[src/rtl/core/flr_pkg.sv]
// flr_pkg: shared types, codes and constants of the framed link receiver
// used by every module under rtl/core but flr_fifo; depends on nothing
package flr_pkg;

  localparam int PAYLOAD_BYTES = 4;
  localparam int CMD_DEPTH     = 2;
  localparam int RES_DEPTH     = 2;
  localparam int TICK_W        = 16;
  localparam int CFG_ADDR_W    = 3;
  localparam int CFG_DATA_W    = 16;

  localparam logic [7:0] BYTE_CR = 8'd13;
  localparam logic [7:0] BYTE_LF = 8'd10;

  // register indexes of the configuration port
  localparam logic [CFG_ADDR_W-1:0] REG_WAIT_LIMIT   = 3'd0;
  localparam logic [CFG_ADDR_W-1:0] REG_REQUEST_CODE = 3'd1;
  localparam logic [CFG_ADDR_W-1:0] REG_ACCEPT_CODE  = 3'd2;
  localparam logic [CFG_ADDR_W-1:0] REG_DATA_CODE    = 3'd3;
  localparam logic [CFG_ADDR_W-1:0] REG_SUM_CODE     = 3'd4;
  localparam logic [CFG_ADDR_W-1:0] REG_ACK_CODE     = 3'd5;
  localparam logic [CFG_ADDR_W-1:0] REG_NACK_CODE    = 3'd6;

  localparam logic [15:0] RST_WAIT_LIMIT   = 16'd1000;
  localparam logic [7:0]  RST_REQUEST_CODE = 8'd1;
  localparam logic [7:0]  RST_ACCEPT_CODE  = 8'd2;
  localparam logic [7:0]  RST_DATA_CODE    = 8'd3;
  localparam logic [7:0]  RST_SUM_CODE     = 8'd4;
  localparam logic [7:0]  RST_ACK_CODE     = 8'd5;
  localparam logic [7:0]  RST_NACK_CODE    = 8'd6;

  typedef enum logic [1:0] {
    KIND_TX     = 2'd0,
    KIND_DATA   = 2'd1,
    KIND_STATUS = 2'd2
  } res_kind_t;

  typedef enum logic [2:0] {
    ST_OK         = 3'd0,
    ST_REFUSED    = 3'd1,
    ST_MISMATCH   = 3'd2,
    ST_UNEXPECTED = 3'd3,
    ST_TIMEOUT    = 3'd4
  } status_t;

  // work handed from the front to the back
  typedef enum logic [1:0] {
    CMD_STATUS       = 2'd0,
    CMD_REPLY        = 2'd1,
    CMD_REPLY_STATUS = 2'd2,
    CMD_DATA         = 2'd3
  } cmd_op_t;

  typedef struct packed {
    cmd_op_t    op;
    logic [7:0] header;
    status_t    status;
  } cmd_t;

  typedef struct packed {
    res_kind_t  kind;
    logic [7:0] value;
    status_t    status;
    logic       last;
  } res_t;

endpackage

[src/rtl/core/framed_link_receiver.sv]
// framed_link_receiver: top level; front, command queue, back, result queue
// depends on flr_pkg, flr_front, flr_back, flr_fifo
// an item's command is queued in the command queue, its results in the result queue
// throughput: one input item a cycle while the command queue has room; the back
// emits one result a cycle while the result queue has room, all of one item first
// reset: synchronous rst clears queues, session, window, sums, ticks; presets regs
module framed_link_receiver #(
  parameter int PAYLOAD_BYTES = flr_pkg::PAYLOAD_BYTES
) (
  input  logic                           clk,
  input  logic                           rst,
  // input queue side
  input  logic                           push,
  output logic                           full,
  input  logic                           op,
  input  logic [7:0]                     rx_byte,
  // configuration writes
  input  logic                           cfg_en,
  input  logic [flr_pkg::CFG_ADDR_W-1:0] cfg_addr,
  input  logic [flr_pkg::CFG_DATA_W-1:0] cfg_data,
  // result queue side
  output logic                           empty,
  input  logic                           pop,
  output logic [1:0]                     kind,
  output logic [7:0]                     value,
  output logic [2:0]                     status,
  output logic                           last
);

  import flr_pkg::*;

  localparam int PAY_W = PAYLOAD_BYTES * 8;
  localparam int CMD_W = $bits(cmd_t) + PAY_W;

  logic             accept;
  logic             cmd_valid;
  cmd_t             cmd_in;
  logic [PAY_W-1:0] pay_in;
  logic             cq_empty;
  logic [CMD_W-1:0] cq_rdata;
  cmd_t             cmd_out;
  logic [PAY_W-1:0] pay_out;
  logic             cmd_pop;
  logic             res_push;
  logic             res_full;
  res_t             res_in;
  res_t             res_out;

  // an input transfer; full reflects only the command queue
  assign accept = push && !full;

  flr_front #(
    .PAYLOAD_BYTES(PAYLOAD_BYTES)
  ) u_front (
    .clk        (clk),
    .rst        (rst),
    .cfg_en     (cfg_en),
    .cfg_addr   (cfg_addr),
    .cfg_data   (cfg_data),
    .accept     (accept),
    .op         (op),
    .rx_byte    (rx_byte),
    .cmd_valid  (cmd_valid),
    .cmd        (cmd_in),
    .cmd_payload(pay_in)
  );

  // short queue that lets the front keep taking items while the back drains
  flr_fifo #(
    .WIDTH(CMD_W),
    .DEPTH(CMD_DEPTH)
  ) u_cmd_queue (
    .clk  (clk),
    .rst  (rst),
    .push (cmd_valid),
    .wdata({cmd_in, pay_in}),
    .full (full),
    .pop  (cmd_pop),
    .rdata(cq_rdata),
    .empty(cq_empty)
  );

  assign cmd_out = cmd_t'(cq_rdata[CMD_W-1:PAY_W]);
  assign pay_out = cq_rdata[PAY_W-1:0];

  flr_back #(
    .PAYLOAD_BYTES(PAYLOAD_BYTES)
  ) u_back (
    .clk        (clk),
    .rst        (rst),
    .cmd_avail  (!cq_empty),
    .cmd        (cmd_out),
    .cmd_payload(pay_out),
    .cmd_pop    (cmd_pop),
    .res_full   (res_full),
    .res_push   (res_push),
    .res        (res_in)
  );

  // output registers; a waiting result never blocks the back while a slot is free
  flr_fifo #(
    .WIDTH($bits(res_t)),
    .DEPTH(RES_DEPTH)
  ) u_res_queue (
    .clk  (clk),
    .rst  (rst),
    .push (res_push),
    .wdata(res_in),
    .full (res_full),
    .pop  (pop),
    .rdata(res_out),
    .empty(empty)
  );

  assign kind   = res_out.kind;
  assign value  = res_out.value;
  assign status = res_out.status;
  assign last   = res_out.last;

endmodule

[src/rtl/core/flr_fifo.sv]
// flr_fifo: small register queue used between front and back and at the output
// depends on nothing; DEPTH must be at least 2
module flr_fifo #(
  parameter int WIDTH = 8,
  parameter int DEPTH = 2
) (
  input  logic             clk,
  input  logic             rst,
  input  logic             push,
  input  logic [WIDTH-1:0] wdata,
  output logic             full,
  input  logic             pop,
  output logic [WIDTH-1:0] rdata,
  output logic             empty
);

  localparam int PW = $clog2(DEPTH);
  localparam int CW = $clog2(DEPTH + 1);

  logic [WIDTH-1:0] mem [DEPTH];
  logic [PW-1:0]    wr_ptr;
  logic [PW-1:0]    rd_ptr;
  logic [CW-1:0]    count;
  logic             do_push;
  logic             do_pop;

  assign full    = (count == CW'(DEPTH));
  assign empty   = (count == '0);
  assign do_push = push && !full;
  assign do_pop  = pop && !empty;
  assign rdata   = mem[rd_ptr];

  always_ff @(posedge clk) begin
    if (do_push) begin
      mem[wr_ptr] <= wdata;
    end
  end

  always_ff @(posedge clk) begin
    if (rst) begin
      wr_ptr <= '0;
      rd_ptr <= '0;
      count  <= '0;
    end else begin
      if (do_push) begin
        wr_ptr <= (wr_ptr == PW'(DEPTH - 1)) ? '0 : wr_ptr + 1'b1;
      end
      if (do_pop) begin
        rd_ptr <= (rd_ptr == PW'(DEPTH - 1)) ? '0 : rd_ptr + 1'b1;
      end
      if (do_push && !do_pop) begin
        count <= count + 1'b1;
      end else if (do_pop && !do_push) begin
        count <= count - 1'b1;
      end
    end
  end

endmodule

[src/rtl/core/flr_front.sv]
// flr_front: byte window, frame detection, session state, lane sums, timeout
// and configuration registers; depends on flr_pkg
module flr_front #(
  parameter int PAYLOAD_BYTES = 4
) (
  input  logic                              clk,
  input  logic                              rst,
  input  logic                              cfg_en,
  input  logic [flr_pkg::CFG_ADDR_W-1:0]    cfg_addr,
  input  logic [flr_pkg::CFG_DATA_W-1:0]    cfg_data,
  input  logic                              accept,
  input  logic                              op,
  input  logic [7:0]                        rx_byte,
  output logic                              cmd_valid,
  output flr_pkg::cmd_t                     cmd,
  output logic [PAYLOAD_BYTES*8-1:0]        cmd_payload
);

  import flr_pkg::*;

  localparam int FRAME_LEN = PAYLOAD_BYTES + 3;
  localparam int FW        = $clog2(FRAME_LEN + 1);

  logic [TICK_W-1:0] wait_limit;
  logic [7:0]        request_code;
  logic [7:0]        accept_code;
  logic [7:0]        data_code;
  logic [7:0]        sum_code;
  logic [7:0]        ack_code;
  logic [7:0]        nack_code;

  logic              session_open, session_open_next;
  logic [7:0]        win [FRAME_LEN];
  logic [7:0]        win_next [FRAME_LEN];
  logic [FW-1:0]     fill, fill_next, fill_inc;
  logic [7:0]        sums [PAYLOAD_BYTES];
  logic [7:0]        sums_next [PAYLOAD_BYTES];
  logic [TICK_W-1:0] wait_ticks, wait_ticks_next;
  logic [TICK_W:0]   ticks_inc;
  logic              timeout;
  logic              frame_done;
  logic              match;
  logic [7:0]        header;

  function automatic logic is_end(input logic [7:0] b);
    return (b == BYTE_CR) || (b == BYTE_LF);
  endfunction

  always_ff @(posedge clk) begin
    if (rst) begin
      wait_limit   <= RST_WAIT_LIMIT;
      request_code <= RST_REQUEST_CODE;
      accept_code  <= RST_ACCEPT_CODE;
      data_code    <= RST_DATA_CODE;
      sum_code     <= RST_SUM_CODE;
      ack_code     <= RST_ACK_CODE;
      nack_code    <= RST_NACK_CODE;
    end else if (cfg_en) begin
      unique case (cfg_addr)
        REG_WAIT_LIMIT:   wait_limit   <= cfg_data[TICK_W-1:0];
        REG_REQUEST_CODE: request_code <= cfg_data[7:0];
        REG_ACCEPT_CODE:  accept_code  <= cfg_data[7:0];
        REG_DATA_CODE:    data_code    <= cfg_data[7:0];
        REG_SUM_CODE:     sum_code     <= cfg_data[7:0];
        REG_ACK_CODE:     ack_code     <= cfg_data[7:0];
        REG_NACK_CODE:    nack_code    <= cfg_data[7:0];
        default: ;
      endcase
    end
  end

  // shifted window, frame check, timeout compare and payload checksum match
  always_comb begin
    for (int i = 0; i < FRAME_LEN - 1; i++) begin
      win_next[i] = win[i+1];
    end
    win_next[FRAME_LEN-1] = rx_byte;
    fill_inc   = (fill < FW'(FRAME_LEN)) ? fill + 1'b1 : fill;
    frame_done = (fill_inc == FW'(FRAME_LEN)) && is_end(rx_byte) &&
                 is_end(win[FRAME_LEN-1]);
    ticks_inc  = {1'b0, wait_ticks} + 1'b1;
    timeout    = ticks_inc > {1'b0, wait_limit};
    header     = win_next[0];
    match      = 1'b1;
    for (int i = 0; i < PAYLOAD_BYTES; i++) begin
      cmd_payload[i*8 +: 8] = win_next[i+1];
      if (sums[i] != win_next[i+1]) begin
        match = 1'b0;
      end
    end
  end

  always_comb begin
    session_open_next = session_open;
    fill_next         = fill;
    wait_ticks_next   = wait_ticks;
    sums_next         = sums;
    cmd_valid         = 1'b0;
    cmd.op            = CMD_STATUS;
    cmd.header        = accept_code;
    cmd.status        = ST_OK;
    if (accept) begin
      if (op) begin
        if (timeout) begin
          cmd_valid         = 1'b1;
          cmd.status        = ST_TIMEOUT;
          session_open_next = 1'b0;
          fill_next         = '0;
          wait_ticks_next   = '0;
          for (int i = 0; i < PAYLOAD_BYTES; i++) sums_next[i] = '0;
        end else begin
          wait_ticks_next = ticks_inc[TICK_W-1:0];
        end
      end else begin
        fill_next = fill_inc;
        if (frame_done) begin
          fill_next       = '0;
          wait_ticks_next = '0;
          cmd_valid       = 1'b1;
          if (!session_open) begin
            if (header == request_code) begin
              cmd.op            = CMD_REPLY;
              session_open_next = 1'b1;
              for (int i = 0; i < PAYLOAD_BYTES; i++) sums_next[i] = '0;
            end else begin
              cmd.status = ST_REFUSED;
            end
          end else if (header == data_code) begin
            cmd.op = CMD_DATA;
            for (int i = 0; i < PAYLOAD_BYTES; i++) begin
              sums_next[i] = sums[i] + win_next[i+1];
            end
          end else if (header == sum_code) begin
            cmd.op            = CMD_REPLY_STATUS;
            cmd.header        = match ? ack_code : nack_code;
            cmd.status        = match ? ST_OK : ST_MISMATCH;
            session_open_next = 1'b0;
            for (int i = 0; i < PAYLOAD_BYTES; i++) sums_next[i] = '0;
          end else begin
            cmd.status        = ST_UNEXPECTED;
            session_open_next = 1'b0;
            for (int i = 0; i < PAYLOAD_BYTES; i++) sums_next[i] = '0;
          end
        end
      end
    end
  end

  always_ff @(posedge clk) begin
    if (rst) begin
      session_open <= 1'b0;
      fill         <= '0;
      wait_ticks   <= '0;
      for (int i = 0; i < FRAME_LEN; i++) win[i] <= '0;
      for (int i = 0; i < PAYLOAD_BYTES; i++) sums[i] <= '0;
    end else begin
      session_open <= session_open_next;
      fill         <= fill_next;
      wait_ticks   <= wait_ticks_next;
      sums         <= sums_next;
      if (accept && !op) begin
        win <= win_next;
      end
    end
  end

endmodule

[src/rtl/core/flr_back.sv]
// flr_back: expands one queued command into its result items, one per cycle
// while the result queue has room; depends on flr_pkg
module flr_back #(
  parameter int PAYLOAD_BYTES = 4
) (
  input  logic                       clk,
  input  logic                       rst,
  input  logic                       cmd_avail,
  input  flr_pkg::cmd_t              cmd,
  input  logic [PAYLOAD_BYTES*8-1:0] cmd_payload,
  output logic                       cmd_pop,
  input  logic                       res_full,
  output logic                       res_push,
  output flr_pkg::res_t              res
);

  import flr_pkg::*;

  localparam int CW  = $clog2(PAYLOAD_BYTES + 4);
  localparam int PIW = (PAYLOAD_BYTES > 1) ? $clog2(PAYLOAD_BYTES) : 1;

  logic [CW-1:0] idx;
  logic [CW-1:0] last_idx;
  logic [7:0]    pay [PAYLOAD_BYTES];
  logic          fire;

  always_comb begin
    for (int i = 0; i < PAYLOAD_BYTES; i++) begin
      pay[i] = cmd_payload[i*8 +: 8];
    end
  end

  always_comb begin
    unique case (cmd.op)
      CMD_STATUS:       last_idx = '0;
      CMD_REPLY:        last_idx = CW'(PAYLOAD_BYTES + 2);
      CMD_REPLY_STATUS: last_idx = CW'(PAYLOAD_BYTES + 3);
      CMD_DATA:         last_idx = CW'(PAYLOAD_BYTES - 1);
      default:          last_idx = '0;
    endcase
  end

  assign fire     = cmd_avail && !res_full;
  assign res_push = fire;
  assign cmd_pop  = fire && (idx == last_idx);

  always_comb begin
    res.kind   = KIND_TX;
    res.value  = '0;
    res.status = ST_OK;
    res.last   = (idx == last_idx);
    unique case (cmd.op)
      CMD_STATUS: begin
        res.kind   = KIND_STATUS;
        res.status = cmd.status;
      end
      CMD_DATA: begin
        res.kind  = KIND_DATA;
        res.value = pay[idx[PIW-1:0]];
      end
      default: begin
        // reply frame: header, zero bytes, cr, lf, then status if any
        if (idx == '0) begin
          res.value = cmd.header;
        end else if (idx == CW'(PAYLOAD_BYTES + 1)) begin
          res.value = BYTE_CR;
        end else if (idx == CW'(PAYLOAD_BYTES + 2)) begin
          res.value = BYTE_LF;
        end else if (idx == CW'(PAYLOAD_BYTES + 3)) begin
          res.kind   = KIND_STATUS;
          res.status = cmd.status;
        end
      end
    endcase
  end

  always_ff @(posedge clk) begin
    if (rst) begin
      idx <= '0;
    end else if (fire) begin
      idx <= cmd_pop ? '0 : idx + 1'b1;
    end
  end

endmodule

[config.mk]
export PLATFORM = sky130hd
export DESIGN_NAME = framed_link_receiver
export DESIGN_NICKNAME = d
export VERILOG_FILES = /design/src/rtl/core/flr_pkg.sv /design/src/rtl/core/framed_link_receiver.sv /design/src/rtl/core/flr_fifo.sv /design/src/rtl/core/flr_front.sv /design/src/rtl/core/flr_back.sv
export SDC_FILE = /design/constraint.sdc
export NUM_CORES = 1
export LEC_CHECK = 0
export ABC_AREA = 1
export BUFFER_PORTS_ARGS = -buffer_cell sky130_fd_sc_hd__buf_4
export CAP_MARGIN = 30
export CELL_PAD_IN_SITES_DETAIL_PLACEMENT = 1
export CELL_PAD_IN_SITES_GLOBAL_PLACEMENT = 1
export CORE_MARGIN = 2
export CORE_UTILIZATION = 53
export CTS_BUF_LIST = sky130_fd_sc_hd__clkbuf_8
export DETAILED_ROUTE_END_ITERATION = 16
export PLACE_DENSITY_LB_ADDON = 0.1
export REMOVE_ABC_BUFFERS = 1
export SLEW_MARGIN = 15
export SYNTH_ARGS = -nofsm -noshare
export SYNTH_HDL_FRONTEND = slang
export SYNTH_SLANG_ARGS = --single-unit
[constraint.sdc]
create_clock -name clk -period 12.2 [get_ports clk]
set_input_delay 1.22 -clock clk [delete_from_list [all_inputs] [get_ports clk]]
set_output_delay 1.22 -clock clk [all_outputs]
set_load 0.03 [all_outputs]
==> impl_metrics.yaml <==
synth:
  synth.avg_cell_area_um2: 8.55
  synth_cell_type_count: 48
  ys_ff_latch: 295
  synth_warnings: 0
  yosysTopAreaCellShare: 0.251
  mapped_cells: 1648
  synth.largest_area_cell: "sky130_fd_sc_hd__dfxtp_1"
  synthTopCellsByArea: "sky130_fd_sc_hd__dfxtp_1 (25%), sky130_fd_sc_hd__edfxtp_1 (25%), sky130_fd_sc_hd__nor2_1 (7.7%)"
  seq_area_frac_synth: 0.503
  post_synth_xor_area_fraction: 0.0273
  adder_cell_area_share_of_the_yosys_netlist: 0.0554
  synth.mux.area_fraction: 0.0140
  yosys.area_share.simple: 0.221
  dominant_combinational_cell_family_by_area_after_synthesis: "simple AND/OR/NAND/NOR gates"
  synth_area_um2: 14100
  synth_compound_area_frac: 0.125
placement:
  gp_congestion: 0.835
  dp_cells: 1980
  dp_hpwl_mm: 27.6
  count_of_input_and_output_buffers: 48
die:
  initial_utilization: 0.541
  fp.dieH_um: 167
  die_area_um2: 27900
  die_width_um: 167
  io_pins: 49
  floorplan.rows: 59
  floorplan.core_area_um2: 26100
clocking:
  cts.hold.buffers_added: 0
  tritoncts.num_buffers: 49
  clockBufferDepth: 3
  clkSinkCount: 295
  clkLatencyLatePin_ns: 0.58
  cts.clk_slew.worst_paths_ns: 0.06
  cts_tree: "done"
  cts_repair_resize_count: 0
  clock_tree.root_cell: "sky130_fd_sc_hd__clkbuf_8"
  htreeDepth: 2
  cts_setup_buffers: 0
routing:
  routed_via_density: 5.75
  detailedRoute.firstPassIterationCount: 5
  route.antenna.remaining_nets: 0
  routed-via-count: 11906
  dr.first_iter.drc_count: 845
  wire_length_per_cell_um: 19.5
  remaining_drc_errors: 0
  postRouteWirelength_mm: 40.5
global_route:
  top_usage_layer: "met2"
  grt_max_degree: 79
  grt_pass1_wl_mm: 65.5
  grt_pass1_vias: 12631
  grt_use_total: 0.291
  grt_remaining_overflow: 0
  met3_usage: 0.0515
  antenna_found_initial: 0
  globalRouteMet1Util: 0.364
  gr-usage-met2: 0.508
setup_path:
  critical_path.max_stage_delay_ns: 0.64
  slowest_cp_cell: "sky130_fd_sc_hd__buf_4"
  path_max_fanout: 67
  worstRegToRegCells: 21
  timing.rr.start: "u_front.wait_ticks[0]"
  setup.worst_path.class: "flip-flop to flip-flop"
  cells_along_the_critical_path: "ha_1, nand3_2, nor2_4, inv_1, nor3_1, nand3_1, xor2_1, inv_1, ha_1, nand2_1, inv_1, nand3_1, o21ai_2, nand3_2, nand2_2, buf_4, ha_1, a21oi_1, o21ai_0, o21ai_0, a21oi_1"
  worst_ep_required_time_ns: 12.66
  ff2ff_setup_slack_ns: 7.91
  cell_class_contributing_the_biggest_share_of_worst_path_delay: "simple AND/OR/NAND/NOR gates"
  timing.critical_path.from_type: "flip-flop"
  worst-endpoint-arrival_ns: 4.75
  cp-end-kind: "flip-flop"
  crit-reg2reg-capture: "u_cmd_queue.count[1]"
  critical_path.n_buffers_inverters: 4
timing:
  post-route-min-period_ns: 4.29
  timing.max_slew.rel_slack: 0.396
  setup_viol: 0
  hold_violations: 0
  rsz0062_at_grt: "no"
  min_period_over_period: 0.351
  final.setup_skew_ns: 0.0167
  tightest_slew_ns: 0.905
  max_clock_freq_mhz: 233
  maxSlewViolCount: 0
  final.hold.worst_slack_ns: 0.470
  finalSetupTns_ns: 0
finish:
  mostFrequentLayoutCell: "sky130_fd_sc_hd__nor2_1"
  n_diodes: 0
  layout.filler_cells: 3147
  share_of_final_layout_standard_cells_stronger_than_drive_strength_1: 0.114
  multi_input_area_um2: 6270
  seq_area_um2: 7090
  most-common-layout-cells: "sky130_fd_sc_hd__nor2_1 (287), sky130_fd_sc_hd__nand2_1 (236), sky130_fd_sc_hd__dfxtp_1 (177)"
  area_growth_syn_to_layout_pct: 10.9
  number_of_standard_cells_in_the_layout_taps_in_and_fillers_out: 2072
  finish.utilization: 0.600
  final_net_count: 1789
flow_run:
  cap_violations: 0
pwr:
  cellPowerDensity_nw_per_um2: 133
  vdd_ir_drop_max_mv: 0.0830
  leakage_power_nw: 6.65
worst_hold_path:
  worst_hold_path_type: "flip-flop to flip-flop"
  hold_end: "u_front.nack_code[2]"
  hold_start: "u_front.nack_code[2]"
  holdPathStages: 2
status:
  outcome: "complete, no violations"
## worst max path at each step
stage,from,endpoint,slack (ns),cells past startpoint
final,u_front.wait_ticks[0],u_cmd_queue.count[1],7.91,21
after global routing,u_front.wait_ticks[0],u_cmd_queue.count[1],7.56,21
after CTS,u_front.wait_ticks[0],u_cmd_queue.count[1],7.93,21
after detailed placement,u_front.wait_ticks[0],u_cmd_queue.count[1],7.96,21
after global placement,u_front.wait_ticks[0],u_cmd_queue.count[1],8.05,21
after floorplan,push,u_cmd_queue.mem[0][0],6.03,6
## registers in the layout, indices dropped and copies added, names as in the netlist, 3 cells and up, named ones only
name / flops
u_front.wait_limit: 16
u_front.header: 8
u_front.accept_code: 8
u_back.idx: 3
u_front.cmd_payload: 32
u_cmd_queue.mem: 90
u_front.nack_code: 8
u_front.request_code: 8
u_front.sum_code: 8
u_front.fill: 3
u_front.wait_ticks: 16
u_front.sums: 32
u_res_queue.mem: 28
u_front.win: 8
u_front.data_code: 8
u_front.ack_code: 8
## synth_stat cells (all sizes together)
| master | n |
|---|---|
| buf | 21 |
| or2 | 13 |
| clkbuf | 44 |
| o21a | 3 |
| nand2 | 239 |
| a21o | 2 |
| xor2 | 29 |
| a31oi | 4 |
| a211oi | 1 |
| a21oi | 100 |
| nor3 | 14 |
| o211ai | 12 |
| clkinv | 4 |
| o21ai | 162 |
| ha | 56 |
| edfxtp | 118 |
| a32o | 3 |
| o22ai | 6 |
| nor4 | 7 |
| nor3b | 1 |
| and3 | 1 |
| nor2 | 294 |
| dfxtp | 177 |
| a22oi | 1 |
| xnor2 | 15 |
| nand3b | 3 |
| mux2 | 14 |
| mux2i | 4 |
| o31a | 4 |
| nand3 | 140 |
| fa | 4 |
| inv | 121 |
| o221ai | 12 |
| nand4 | 19 |
## report_power, final
| group | total [mW] | switching [mW] | internal (mW) | leakage, nW |
|---|---|---|---|---|
| combinational | 0.175 | 0.113 | 0.0623 | 3.59 |
| clock | 0.825 | 0.409 | 0.416 | 0.547 |
| sequential | 1.08 | 0.0331 | 1.04 | 2.51 |
| total | 2.08 | 0.555 | 1.52 | 6.65 |
## cell type report
type / instances / area share
clock inverter: 37 / 0.0105
clock buffer: 55 / 0.0484
sequential: 295 / 0.453
inverter: 125 / 0.0302
multi-input combinational: 1163 / 0.401
tap: 335 / 0.0268
timing repair buffer: 62 / 0.0300
## stage by stage
| stage | instance area (um^2) | setup WS (ns) | total power [mW] |
|---|---|---|---|
| final | 15600 | 7.91 | 2.08 |
| after global routing | 15600 | 7.56 | 2.16 |
| after CTS | 15600 | 7.93 | 2.09 |
| after detailed placement | 14700 | 7.96 | 1.27 |
| after global placement | 14700 | 8.05 | 1.26 |
| after floorplan | 13800 | 6.03 | 1.20 |
## layer usage
layer / wire (um) / part of all wire
met5: 0 / 0
met1: 17600 / 0.43
met2: 19800 / 0.49
met4: 1190 / 0.030
met3: 1850 / 0.046
## worst min-delay path, stage by stage, from the launching register on
cell and delay, ns:
sky130_fd_sc_hd__dfxtp_1 0.32, sky130_fd_sc_hd__nand2_1 0.06, sky130_fd_sc_hd__nand3_1 0.06
## cells by family (layout without fill, tap and decap cells)
family / Yosys count / after routing
buffers and inverters: 190 / 279
DFF: 295 / 295
and+or+nand+nor: 731 / 731
xor gates and xnor gates: 44 / 44
muxes: 18 / 18
AOI/OAI and AO/OA: 310 / 310
adders and majority gates: 60 / 60
Note: power is estimated with default switching activity, not from simulation.
